==> src/sv/mhbp_pkg.sv <==
// ---------------------------------------------------------------------------
// mhbp_pkg : shared types and helpers for the mapping header bit parser
// phase codes, result kinds, parse state record and field width helpers
// ---------------------------------------------------------------------------
`default_nettype none

package mhbp_pkg;

   // parse phases of one mapping header
   typedef enum logic [3:0] {
      PH_SFLAG  = 4'd0,
      PH_SCOUNT = 4'd1,
      PH_CFLAG  = 4'd2,
      PH_STEPS  = 4'd3,
      PH_MAG    = 4'd4,
      PH_ANG    = 4'd5,
      PH_RSV    = 4'd6,
      PH_MUX    = 4'd7,
      PH_TIME   = 4'd8,
      PH_FLOOR  = 4'd9,
      PH_RES    = 4'd10
   } phase_type;

   // result kinds
   typedef enum logic [2:0] {
      KIND_SUBMAPS  = 3'd0,
      KIND_STEPS    = 3'd1,
      KIND_MAG      = 3'd2,
      KIND_ANG      = 3'd3,
      KIND_MUX      = 3'd4,
      KIND_FLOOR    = 3'd5,
      KIND_RESIDUE  = 3'd6,
      KIND_ERROR    = 3'd7
   } kind_type;

   typedef struct packed {
      phase_type   phase;
      logic [3:0]  bits_taken;
      logic [7:0]  field_shift;
      logic [7:0]  item_counter;
      logic [4:0]  submap_total;
      logic [8:0]  step_total;
      logic [7:0]  held_mag;
   } parse_state_type;

   typedef struct packed {
      logic        valid;
      kind_type    kind;
      logic [7:0]  index;
      logic [8:0]  value;
      logic        final_res;
   } result_type;

   localparam parse_state_type STATE_RESET = '{
      phase:        PH_SFLAG,
      bits_taken:   4'd0,
      field_shift:  8'd0,
      item_counter: 8'd0,
      submap_total: 5'd1,
      step_total:   9'd0,
      held_mag:     8'd0
   };

   localparam logic [7:0] CHANNEL_COUNT_RESET = 8'd2;

   // bits needed for a channel number: ilog(channel_count - 1)
   function automatic logic [3:0] chan_bits(input logic [7:0] channel_count);
      logic [7:0] x;
      logic [3:0] n;
      x = (channel_count == 8'd0) ? 8'd0 : channel_count - 8'd1;
      n = 4'd0;
      for (int b = 0; b < 8; b++) begin
         if (x[b]) begin
            n = 4'(b + 1);
         end
      end
      return n;
   endfunction

   function automatic logic [3:0] field_width(input phase_type phase,
                                              input logic [7:0] channel_count);
      logic [3:0] w;
      case (phase)
         PH_SFLAG, PH_CFLAG: w = 4'd1;
         PH_SCOUNT, PH_MUX:  w = 4'd4;
         PH_RSV:             w = 4'd2;
         PH_MAG, PH_ANG:     w = chan_bits(channel_count);
         default:            w = 4'd8;
      endcase
      return w;
   endfunction

endpackage

`default_nettype wire

==> src/sv/mapping_header_bit_parser_unit.sv <==
// ---------------------------------------------------------------------------
// mapping_header_bit_parser_unit : mapping header bit parser
// parses one mapping header of a setup packet, one bit per beat
// ---------------------------------------------------------------------------
// usage
//   req channel: one packet bit per beat in req_tdata[0], least significant
//     bit of each field first; req_tuser high marks the packet as exhausted
//     (no bit carried) and gives an error result
//   rsp channel: at most one beat per parsed field; rsp_tuser holds the kind,
//     rsp_tdata the index and value, rsp_tlast the last result of the
//     mapping or an error; the parser then restarts on the next header
//   csr port: csr_wr_en / csr_wr_data write the channel count, which sets
//     the width of the coupling channel fields
//   result timing: a result is on rsp in the cycle after the bit that completes its
//     field is accepted; most bits complete nothing and give no beat
//   throughput: one bit per cycle while req_tready is high; the parse step
//     is a single pass of logic between the state and result registers
//   stalls: req_tready drops only while a result is held and rsp_tready is
//     low; the held beat stays put until taken
//   reset: synchronous, parser back to the submap flag, channel count 2,
//     result register empty
// ---------------------------------------------------------------------------
`default_nettype none

module mapping_header_bit_parser_unit (
   input  wire logic        clock,
   input  wire logic        reset,
   // packet bit stream
   input  wire logic        req_tvalid,
   output logic             req_tready,
   input  wire logic [7:0]  req_tdata,   // [0] bit_req, [7:1] zero
   input  wire logic        req_tuser,   // [0] packet_end
   // parsed fields
   output logic             rsp_tvalid,
   input  wire logic        rsp_tready,
   output logic [23:0]      rsp_tdata,   // [7:0] index, [16:8] value, [23:17] zero
   output logic [2:0]       rsp_tuser,   // [2:0] kind
   output logic             rsp_tlast,   // final_res
   // channel count register
   input  wire logic        csr_wr_en,
   input  wire logic [7:0]  csr_wr_data
);

   mhbp_pkg::parse_state_type state_ff;
   mhbp_pkg::parse_state_type state_in;
   mhbp_pkg::result_type      result;

   logic [7:0] channel_count_ff;
   logic       rsp_valid_ff;
   logic       rsp_valid_in;
   logic [2:0] rsp_kind_ff;
   logic [7:0] rsp_index_ff;
   logic [8:0] rsp_value_ff;
   logic       rsp_last_ff;
   logic       req_accept;
   logic       rsp_load;

   // output register free, or being emptied this cycle
   assign rsp_load   = !rsp_valid_ff || rsp_tready;
   assign req_tready = rsp_load;
   assign req_accept = req_tvalid && req_tready;

   // parse step: current state plus one bit
   mhbp_step u_step (
      .state_ff      (state_ff),
      .channel_count (channel_count_ff),
      .bit_req       (req_tdata[0]),
      .packet_end    (req_tuser),
      .state_in      (state_in),
      .result        (result)
   );

   // parse state advances on every accepted beat
   always_ff @(posedge clock) begin
      if (reset) begin
         state_ff <= mhbp_pkg::STATE_RESET;
      end else if (req_accept) begin
         state_ff <= state_in;
      end
   end

   // channel count register
   always_ff @(posedge clock) begin
      if (reset) begin
         channel_count_ff <= mhbp_pkg::CHANNEL_COUNT_RESET;
      end else if (csr_wr_en) begin
         channel_count_ff <= csr_wr_data;
      end
   end

   // result register valid
   always_comb begin
      rsp_valid_in = rsp_valid_ff;
      if (rsp_load) begin
         rsp_valid_in = req_accept && result.valid;
      end
   end

   always_ff @(posedge clock) begin
      if (reset) begin
         rsp_valid_ff <= 1'b0;
      end else begin
         rsp_valid_ff <= rsp_valid_in;
      end
   end

   // result payload, no reset needed
   always_ff @(posedge clock) begin
      if (rsp_load && req_accept) begin
         rsp_kind_ff  <= result.kind;
         rsp_index_ff <= result.index;
         rsp_value_ff <= result.value;
         rsp_last_ff  <= result.final_res;
      end
   end

   assign rsp_tvalid = rsp_valid_ff;
   assign rsp_tdata  = {7'd0, rsp_value_ff, rsp_index_ff};
   assign rsp_tuser  = rsp_kind_ff;
   assign rsp_tlast  = rsp_last_ff;

`ifndef SYNTH
   // an exhausted packet always yields an error beat on the next cycle
   assert property (@(posedge clock) disable iff (reset)
      req_accept && req_tuser |=> rsp_tvalid && rsp_tlast
         && rsp_tuser == mhbp_pkg::KIND_ERROR)
      else $error("packet end did not give an error beat");

   // parser is back at the header start while its final beat is held
   assert property (@(posedge clock) disable iff (reset)
      rsp_tvalid && rsp_tlast |-> state_ff.phase == mhbp_pkg::PH_SFLAG
         && state_ff.bits_taken == 4'd0)
      else $error("parser not restarted after final beat");

   // an error beat always closes the mapping and carries a zero payload
   assert property (@(posedge clock) disable iff (reset)
      rsp_tvalid && rsp_tuser == mhbp_pkg::KIND_ERROR |-> rsp_tlast
         && rsp_tdata == 24'd0)
      else $error("error beat without last or with payload");
`endif

endmodule

`default_nettype wire

==> src/sv/mhbp_step.sv <==
// ---------------------------------------------------------------------------
// mhbp_step : one-bit parse step
// takes the current parse state and one packet bit, gives the next state
// and the result (if any) caused by that bit
// ---------------------------------------------------------------------------
`default_nettype none

module mhbp_step (
   input  wire mhbp_pkg::parse_state_type state_ff,
   input  wire logic [7:0]                channel_count,
   input  wire logic                      bit_req,
   input  wire logic                      packet_end,
   output mhbp_pkg::parse_state_type      state_in,
   output mhbp_pkg::result_type           result
);

   logic [3:0] width;
   logic [3:0] taken_next;
   logic [7:0] shifted;
   logic       field_done;
   logic [7:0] v;
   logic [7:0] i;
   logic [8:0] i_plus;
   logic       mag_bad;
   logic       ang_bad;
   logic       mux_bad;
   logic       rsv_bad;
   logic       last_step;
   logic       last_chan;
   logic       last_submap;
   logic [4:0] scount_total;
   logic [8:0] steps_total;

   assign width      = mhbp_pkg::field_width(state_ff.phase, channel_count);
   assign taken_next = state_ff.bits_taken + 4'd1;
   assign shifted    = state_ff.field_shift
                     | (8'(bit_req) << state_ff.bits_taken[2:0]);
   assign field_done = (taken_next >= width);
   assign v          = shifted;
   assign i          = state_ff.item_counter;
   assign i_plus     = {1'b0, i} + 9'd1;

   assign mag_bad     = (v >= channel_count);
   assign ang_bad     = (v >= channel_count) || (v == state_ff.held_mag);
   assign mux_bad     = (v >= {3'd0, state_ff.submap_total});
   assign rsv_bad     = (v != 8'd0);
   assign last_step   = (i_plus >= state_ff.step_total);
   assign last_chan   = (i_plus >= {1'b0, channel_count});
   assign last_submap = (i_plus >= {4'd0, state_ff.submap_total});

   assign scount_total = {1'b0, v[3:0]} + 5'd1;
   assign steps_total  = {1'b0, v} + 9'd1;

   // next state
   always_comb begin
      state_in = state_ff;
      if (packet_end) begin
         state_in = mhbp_pkg::STATE_RESET;
      end else if (!field_done) begin
         state_in.bits_taken  = taken_next;
         state_in.field_shift = shifted;
      end else begin
         state_in.bits_taken  = 4'd0;
         state_in.field_shift = 8'd0;
         case (state_ff.phase)
            mhbp_pkg::PH_SFLAG: begin
               if (v != 8'd0) begin
                  state_in.phase = mhbp_pkg::PH_SCOUNT;
               end else begin
                  state_in.submap_total = 5'd1;
                  state_in.phase        = mhbp_pkg::PH_CFLAG;
               end
            end
            mhbp_pkg::PH_SCOUNT: begin
               state_in.submap_total = scount_total;
               state_in.phase        = mhbp_pkg::PH_CFLAG;
            end
            mhbp_pkg::PH_CFLAG: begin
               if (v != 8'd0) begin
                  state_in.phase = mhbp_pkg::PH_STEPS;
               end else begin
                  state_in.step_total = 9'd0;
                  state_in.phase      = mhbp_pkg::PH_RSV;
               end
            end
            mhbp_pkg::PH_STEPS: begin
               state_in.step_total   = steps_total;
               state_in.item_counter = 8'd0;
               state_in.phase = (mhbp_pkg::chan_bits(channel_count) == 4'd0)
                              ? mhbp_pkg::PH_RSV : mhbp_pkg::PH_MAG;
            end
            mhbp_pkg::PH_MAG: begin
               if (mag_bad) begin
                  state_in = mhbp_pkg::STATE_RESET;
               end else begin
                  state_in.held_mag = v;
                  state_in.phase    = mhbp_pkg::PH_ANG;
               end
            end
            mhbp_pkg::PH_ANG: begin
               if (ang_bad) begin
                  state_in = mhbp_pkg::STATE_RESET;
               end else if (last_step) begin
                  state_in.item_counter = 8'd0;
                  state_in.phase        = mhbp_pkg::PH_RSV;
               end else begin
                  state_in.item_counter = i_plus[7:0];
                  state_in.phase        = mhbp_pkg::PH_MAG;
               end
            end
            mhbp_pkg::PH_RSV: begin
               if (rsv_bad) begin
                  state_in = mhbp_pkg::STATE_RESET;
               end else begin
                  state_in.item_counter = 8'd0;
                  state_in.phase = (state_ff.submap_total > 5'd1 && channel_count != 8'd0)
                                 ? mhbp_pkg::PH_MUX : mhbp_pkg::PH_TIME;
               end
            end
            mhbp_pkg::PH_MUX: begin
               if (mux_bad) begin
                  state_in = mhbp_pkg::STATE_RESET;
               end else if (last_chan) begin
                  state_in.item_counter = 8'd0;
                  state_in.phase        = mhbp_pkg::PH_TIME;
               end else begin
                  state_in.item_counter = i_plus[7:0];
               end
            end
            mhbp_pkg::PH_TIME: begin
               state_in.phase = mhbp_pkg::PH_FLOOR;
            end
            mhbp_pkg::PH_FLOOR: begin
               state_in.phase = mhbp_pkg::PH_RES;
            end
            mhbp_pkg::PH_RES: begin
               if (last_submap) begin
                  state_in = mhbp_pkg::STATE_RESET;
               end else begin
                  state_in.item_counter = i_plus[7:0];
                  state_in.phase        = mhbp_pkg::PH_TIME;
               end
            end
            default: begin
               state_in = mhbp_pkg::STATE_RESET;
            end
         endcase
      end
   end

   // result of this bit
   always_comb begin
      result           = '0;
      result.kind      = mhbp_pkg::KIND_ERROR;
      if (packet_end) begin
         result.valid     = 1'b1;
         result.final_res = 1'b1;
      end else if (field_done) begin
         case (state_ff.phase)
            mhbp_pkg::PH_SFLAG: begin
               result.valid = (v == 8'd0);
               result.kind  = mhbp_pkg::KIND_SUBMAPS;
               result.value = 9'd1;
            end
            mhbp_pkg::PH_SCOUNT: begin
               result.valid = 1'b1;
               result.kind  = mhbp_pkg::KIND_SUBMAPS;
               result.value = {4'd0, scount_total};
            end
            mhbp_pkg::PH_CFLAG: begin
               result.valid = (v == 8'd0);
               result.kind  = mhbp_pkg::KIND_STEPS;
            end
            mhbp_pkg::PH_STEPS: begin
               result.valid = 1'b1;
               result.kind  = mhbp_pkg::KIND_STEPS;
               result.value = steps_total;
            end
            mhbp_pkg::PH_MAG: begin
               result.valid = 1'b1;
               if (mag_bad) begin
                  result.final_res = 1'b1;
               end else begin
                  result.kind  = mhbp_pkg::KIND_MAG;
                  result.index = i;
                  result.value = {1'b0, v};
               end
            end
            mhbp_pkg::PH_ANG: begin
               result.valid = 1'b1;
               if (ang_bad) begin
                  result.final_res = 1'b1;
               end else begin
                  result.kind  = mhbp_pkg::KIND_ANG;
                  result.index = i;
                  result.value = {1'b0, v};
               end
            end
            mhbp_pkg::PH_RSV: begin
               result.valid     = rsv_bad;
               result.final_res = 1'b1;
            end
            mhbp_pkg::PH_MUX: begin
               result.valid = 1'b1;
               if (mux_bad) begin
                  result.final_res = 1'b1;
               end else begin
                  result.kind  = mhbp_pkg::KIND_MUX;
                  result.index = i;
                  result.value = {1'b0, v};
               end
            end
            mhbp_pkg::PH_FLOOR: begin
               result.valid = 1'b1;
               result.kind  = mhbp_pkg::KIND_FLOOR;
               result.index = i;
               result.value = {1'b0, v};
            end
            mhbp_pkg::PH_RES: begin
               result.valid     = 1'b1;
               result.kind      = mhbp_pkg::KIND_RESIDUE;
               result.index     = i;
               result.value     = {1'b0, v};
               result.final_res = last_submap;
            end
            default: begin
               result.valid = 1'b0;
            end
         endcase
      end
   end

endmodule

`default_nettype wire
==> config.mk <==
export PLATFORM = sky130hd
export DESIGN_NAME = mapping_header_bit_parser_unit
export DESIGN_NICKNAME = d
export VERILOG_FILES = /design/src/sv/mhbp_pkg.sv /design/src/sv/mapping_header_bit_parser_unit.sv /design/src/sv/mhbp_step.sv
export SDC_FILE = /design/constraint.sdc
export NUM_CORES = 1
export LEC_CHECK = 0
export BUFFER_PORTS_ARGS = -buffer_cell sky130_fd_sc_hd__buf_2
export CORE_ASPECT_RATIO = 0.5
export CORE_MARGIN = 5
export CORE_UTILIZATION = 60
export CTS_BUF_LIST = sky130_fd_sc_hd__clkbuf_4 sky130_fd_sc_hd__clkbuf_8 sky130_fd_sc_hd__clkbuf_16
export DETAILED_ROUTE_END_ITERATION = 10
export GPL_TIMING_DRIVEN = 0
export PLACE_DENSITY = 0.91
export SYNTH_ARGS = -nofsm -noshare
export SYNTH_HDL_FRONTEND = slang
export SYNTH_SLANG_ARGS = --single-unit
==> constraint.sdc <==
create_clock -name clock -period 8.5 [get_ports clock]
set_clock_uncertainty 0.1 [all_clocks]
set_input_delay 1.7 -clock clock [delete_from_list [all_inputs] [get_ports clock]]
set_output_delay 1.7 -clock clock [all_outputs]
set_load 0.01 [all_outputs]
Word level (Yosys, flattened, before mapping)
Cells that the tools add are included.
Widths: inputs -> output; s select.
Storage, ports and cells
  ROM bits: 0
  input port bits: 22
  bits in latches: 0
  bits in registers: 76
  memories: 0
  word-level logic and storage cells: 142
  RAM bits: 0
Cells by class
  shift operators: 1
  div/mod/pow operators: 0
  reductions and logical operators: 31
  $mul: 0
  magnitude comparators: 7
  add/subtract/negate cells: 5
  multiplexer cells: 60
  equal/unequal tests: 23
  bitwise gates (word level): 2
Operators by type and width (number)
  $mux 22: 6
  $pmux 9 s8: 1
  $pmux 9 s7: 1
  $mux 8: 7
  $pmux 8 s6: 1
  $mux 46: 1
  $pmux 4 s11: 1
  $mux 20: 2
  $mux 4: 10
  $pmux 5 s8: 1
  $pmux 8 s5: 1
  $pmux 8 s4: 1
  $mux 30: 1
  $mux 12: 2
  $mux 3: 7
  $pmux 3 s7: 1
  $mux 19: 1
  $add 8x1->9 const B: 2
  $reduce_and 9->1: 2
  $eq 4x3->1 const B: 4
  $logic_not 8->1: 2
  $pmux 4 s4: 1
  $reduce_bool 8->1: 2
  $ne 3x2->1 const B: 5
  39 further kinds: 66

Logic depth before layout (Yosys ltp)
  depth in word-level cells: 19
  mapped depth: 19

Hierarchy
From an unflattened synthesis, not the netlist that was laid out.
Unflattened totals
  cell total of the unflattened synthesis: 813
  area total of the unflattened synthesis: 6523.8 um^2
By module, submodules not included
  mhbp_step: area an instance 3417.0 um^2, instances 1, cells an instance 544, seq. area each 0.0 um^2
  mapping_header_bit_parser_unit: area an instance 3106.7 um^2, instances 1, cells an instance 269, seq. area each 1731.7 um^2

Least setup slack after synthesis
Ideal clock, no wire load.
  kind: input port to flip-flop
  start: input req_tdata[0]
  end: register state_ff[27] (netlist name)
  arrival: 4.755 ns
  stages: 13
  path slack: 3.571 ns
  library setup time: 0.074 ns
  path through: buf_2 nor4bb_1 nor2_1 inv_1 ha_1 or4_1 a21oi_1 o31ai_1 or4b_1 o211ai_1 clkbuf_1 nand3_1 a31oi_1
Between the ends
  word-level cells in the longest chain between the ends: 8
  elaborated cells between the ends (all ways): 13
  classes of those cells: 2 x order compare; 2 x eq/ne; 1 x shift; 5 x mux; 1 x bitwise; 2 x reduce/logical
RTL lines
  start: declaration: line mapping_header_bit_parser_unit.sv:31  | input wire logic [7:0] req_tdata,
  $shl 1x3->8 (*): line mhbp_step.sv:37  | | (8'(bit_req) << state_ff.bits_taken[2:0]);
  $or 8x8->8 (*): line mhbp_step.sv:37
  $ge 8x8->1 or $eq 8x8->1 (tied branches): line mhbp_step.sv:43, mhbp_step.sv:44
  $logic_or 1x1->1: line mhbp_step.sv:44  | assign ang_bad = (v >= channel_count) || (v == state_ff.held_mag);
  $mux 8: line mhbp_step.sv:101  | if (ang_bad) begin
  $pmux 8 s5: line mhbp_step.sv:65  | case (state_ff.phase)
  $mux 30: line mhbp_step.sv:59  | end else if (!field_done) begin
  $mux 46: line mhbp_step.sv:57  | if (packet_end) begin
Every way passes the cells marked *; elsewhere a longest branch is shown, timed or not. The select of a mux whose other input is x is not followed.
A chain may end at the register's enable or synchronous reset.

Worst setup path in the final report
  start: input req_tdata[0]
  end: register state_ff[29] (netlist name)
Between the ends
  word-level cells in the longest chain between the ends: 8
  elaborated cells between the ends (all ways): 13
  classes of those cells: 2 x order compare; 2 x eq/ne; 1 x shift; 5 x mux; 1 x bitwise; 2 x reduce/logical
RTL lines (line)
  $shl 1x3->8 (*): mhbp_step.sv:37
  $or 8x8->8 (*): mhbp_step.sv:37
  $ge 8x8->1 or $eq 8x8->1 (tied branches): mhbp_step.sv:43, mhbp_step.sv:44
  $logic_or 1x1->1: mhbp_step.sv:44
  $mux 8: mhbp_step.sv:101
  $pmux 8 s5: mhbp_step.sv:65
  $mux 30: mhbp_step.sv:59
  $mux 46: mhbp_step.sv:57
Marks and branches as above.

==> results.md <==
* CTS root buf: clkbuf_16
* Flop-to-flop setup slack at between 3 and 4 ns
* Top delay family on crit path: compound AO/OA/AOI/OAI gates
* H-tree Lvls at 3
* Clock-pin slew on the worst setup and hold paths at 0.06 ns
* Height of the die at just under 80 um
* Pin count of the biggest net entering global routing at 29
* Clock tree buffer depth at 2
* Worst Reg2Reg Path Length in Cells at 16
* Via/cell ratio at about 6.6
* Vias at approximately 5700
* CTS-repair resized insts at 0
* DR pass1 iterations at 6
* Cts bufs inserted at 9
* Clock Latency Late Sink at 0.34 ns
* Critical path class: input pin to flop
* Worst-path fanout max at 10
* Layout cell share with drive strength beyond 1 at 10.5%
* Synth Flop Type: dfxtp_1
* Crit end category: flop
* RSZ-0062 raised after global routing: no
* Std cell rows at 24
* Max-cap violation count at 0
* HPWL after DPL at 12.5 mm
* Async set-reset flop share out of synthesis at 0%
* Top sig layer: met4
* CTS tree: done
* Final hold viol count at 0
* Worst-Margin Slew at 1.13 ns
* Hold Buf Count CTS at 0
* Post-synth EDFFs at 21
* Final Setup Violations at 0
* Global-route wire length before repair at 27.4 mm
* Final nets at just over 800
* WL met1 at 7.29 mm
* Remaining antenna violation count at 0
* CP Depth at 14
* Number of global-route vias before repair at 5328
* Worst-path cell chain: buf_2 -> buf_2 -> nor4bb_1 -> nor2_1 -> inv_1 -> ha_1 -> or4_1 -> a21oi_1 -> o31ai_1 -> o311ai_1 -> clkbuf_1 -> inv_1 -> nand3_1 -> a21oi_1
* Worst EP required at 8.60 ns
* GRT Util Overall at 29.5%
* Most numerous cell in the Yosys netlist: nand2_1
* Sequential share of the synthesized area at between 30% and 40%
* GP Congestion at 1.02
* Syn avg cell area at just over 8 um^2
* Max-slew violation count at 0
* Worst Path Buf+Inv at 5
* Initial antenna violation count at 0
* Final Critical Period at approximately 5.9 ns
* Initial core utilization at 63.0%
* RR Startpoint: channel_count_ff[2]$_SDFFE_PP0P_
* Die area at roughly 11000 um^2
* Synth top cells by count: nand2_1, dfxtp_1, a21oi_1, nor2_1, inv_1
* Synth warnings at 0
* Synth Cell Area at approximately 5600 um^2
* Max stage delay on crit path at 0.98 ns
* Critical-path top delay cell: o311ai_1
* Initial drt markers at 680
* Register bit total from synthesis at 76
* Critical Path Sink: state_ff[29]$_SDFFE_PP0P_
* IO Pins at 52
* Critical path launch point type: input pin
* WL met3 at slightly above 2 mm
* WL met2 at 7.14 mm
* Die Wd at 147 um
* Crit path arrival time at 5.97 ns
* Critical Path Start: req_tdata[0]
* HP Class: flop to flop
* Fmax at approximately 170 MHz
* Status: finished, final reports clean
* Critical R2R Capture: state_ff[7]$_SDFFE_PP0P_
* Clock sinks at 76
* Fin crit share at 69.1%
* Area leader, netlist: dfxtp_1
* Slew HR at 24.3%
* Top cell type's share of synthesized area at 19.7%
* TNS Setup at 0 ns
* PwrDens at 151 nW/um^2
* Routed len/inst at approximately 20 um
* Buffers on Ports at 36
* Setup Buffers After CTS at 0
* Core Area at 8890 um^2
* DRC Markers at 0
* # diodes at 0
* Final wirelength at between 15 and 20 mm
* Area Overhead vs Synth at 11.6%
* Final Hold Slack at 0.363 ns
* Ranking of synthesized cells by area: dfxtp_1, edfxtp_1, ha_1
* Gate Count Post-Synth at 688
* Lkg Pwr at 2.53 nW
* Peak supply drop at 0.0000957 V
* Grt ovf at 0
* Synth cell types at 65
sequential cells by signal, summed over array words and instances (netlist names):
name and count:
channel_count_ff 8, rsp_index_ff 8, rsp_tlast 1, rsp_tuser 3, rsp_tvalid 1, rsp_value_ff 9
state_ff 46
logic make-up after synthesis:
kind of cell | synth area share (%)
simple gates | 24.1
compound gates | 20.9
buf+inv | 6.91
flops | 30.9
fa+ha+maj | 10.3
mux | 4.16
xor+xnor | 2.66
other cells | 0.0670
final cells by class:
type	instances	area, um^2
inverters	49	184
clock inverters	3	38.8
plain buffers	44	203
flip-flops and latches	76	1730
fillers	710	2640
multi-input cells	525	3500
repair buffers	36	180
clock buffers	13	262
well taps	117	146
per-layer routing:
metal	track usage [%]	vias to the layer above
li1	-	2618
met1	40.1	2627
met2	44.7	397
met3	9.44	52
met4	9.57	0
met5	0	-
worst min-delay path by stage:
stage	from	end	slack, ns	depth (start not counted)
final	state_ff[10]$_SDFFE_PP0P_	state_ff[10]$_SDFFE_PP0P_	0.36	2
after global routing	state_ff[9]$_SDFFE_PP0P_	state_ff[9]$_SDFFE_PP0P_	0.40	2
after CTS	state_ff[10]$_SDFFE_PP0P_	state_ff[10]$_SDFFE_PP0P_	0.37	2
after detailed placement	state_ff[12]$_SDFFE_PP0P_	state_ff[12]$_SDFFE_PP0P_	0.35	2
after floorplan	state_ff[10]$_SDFFE_PP0P_	state_ff[10]$_SDFFE_PP0P_	0.34	2
after global placement	state_ff[10]$_SDFFE_PP0P_	state_ff[10]$_SDFFE_PP0P_	0.35	2
per-stage QoR:
| stage | setup slack [ns] | instance area [um^2] | cells | utilization, % | power [mW] |
|---|---|---|---|---|---|
| global route | 2.54 | 6250 | 863 | 70.3 | 0.977 |
| CTS | 2.93 | 6250 | 863 | 70.3 | 0.936 |
| finish | 2.63 | 6250 | 863 | 70.3 | 0.942 |
| global placement | 2.61 | 5950 | 847 | 66.9 | 0.545 |
| floorplan | 3.57 | 5620 | 694 | - | 0.502 |
| detailed placement | 2.58 | 5950 | 847 | 66.9 | 0.548 |
layout by cell type, fill, tap and decap left out, drive strengths merged, types with 8 or more instances in the layout:
cell type,synthesis,layout
a31oi,12,12
nor2,53,53
o211ai,15,15
nor2b,9,9
and2,10,10
nand2,66,66
nand3,27,27
a211oi,10,10
nand2b,10,10
nor4,10,10
xnor2,12,12
inv,48,48
a21oi,52,52
o21ai,27,27
nor3,19,19
mux2i,21,21
o31ai,8,8
ha,46,46
clkbuf,29,42
or4,11,11
buf,15,51
edfxtp,21,21
dfxtp,55,55
where the power goes:
| group | switching (mW) | leakage, nW | internal [mW] | total (mW) |
|---|---|---|---|---|
| clock network | 0.151 | 0.152 | 0.244 | 0.394 |
| logic | 0.104 | 1.72 | 0.0533 | 0.158 |
| registers | 0.00594 | 0.656 | 0.384 | 0.390 |
tightest hold or removal path: stages (launching register included):
cell,delay [ns]
dfxtp_1,0.31
nand2_1,0.05
mux2i_1,0.06
No activity file was read; power rests on OpenSTA's default activity.
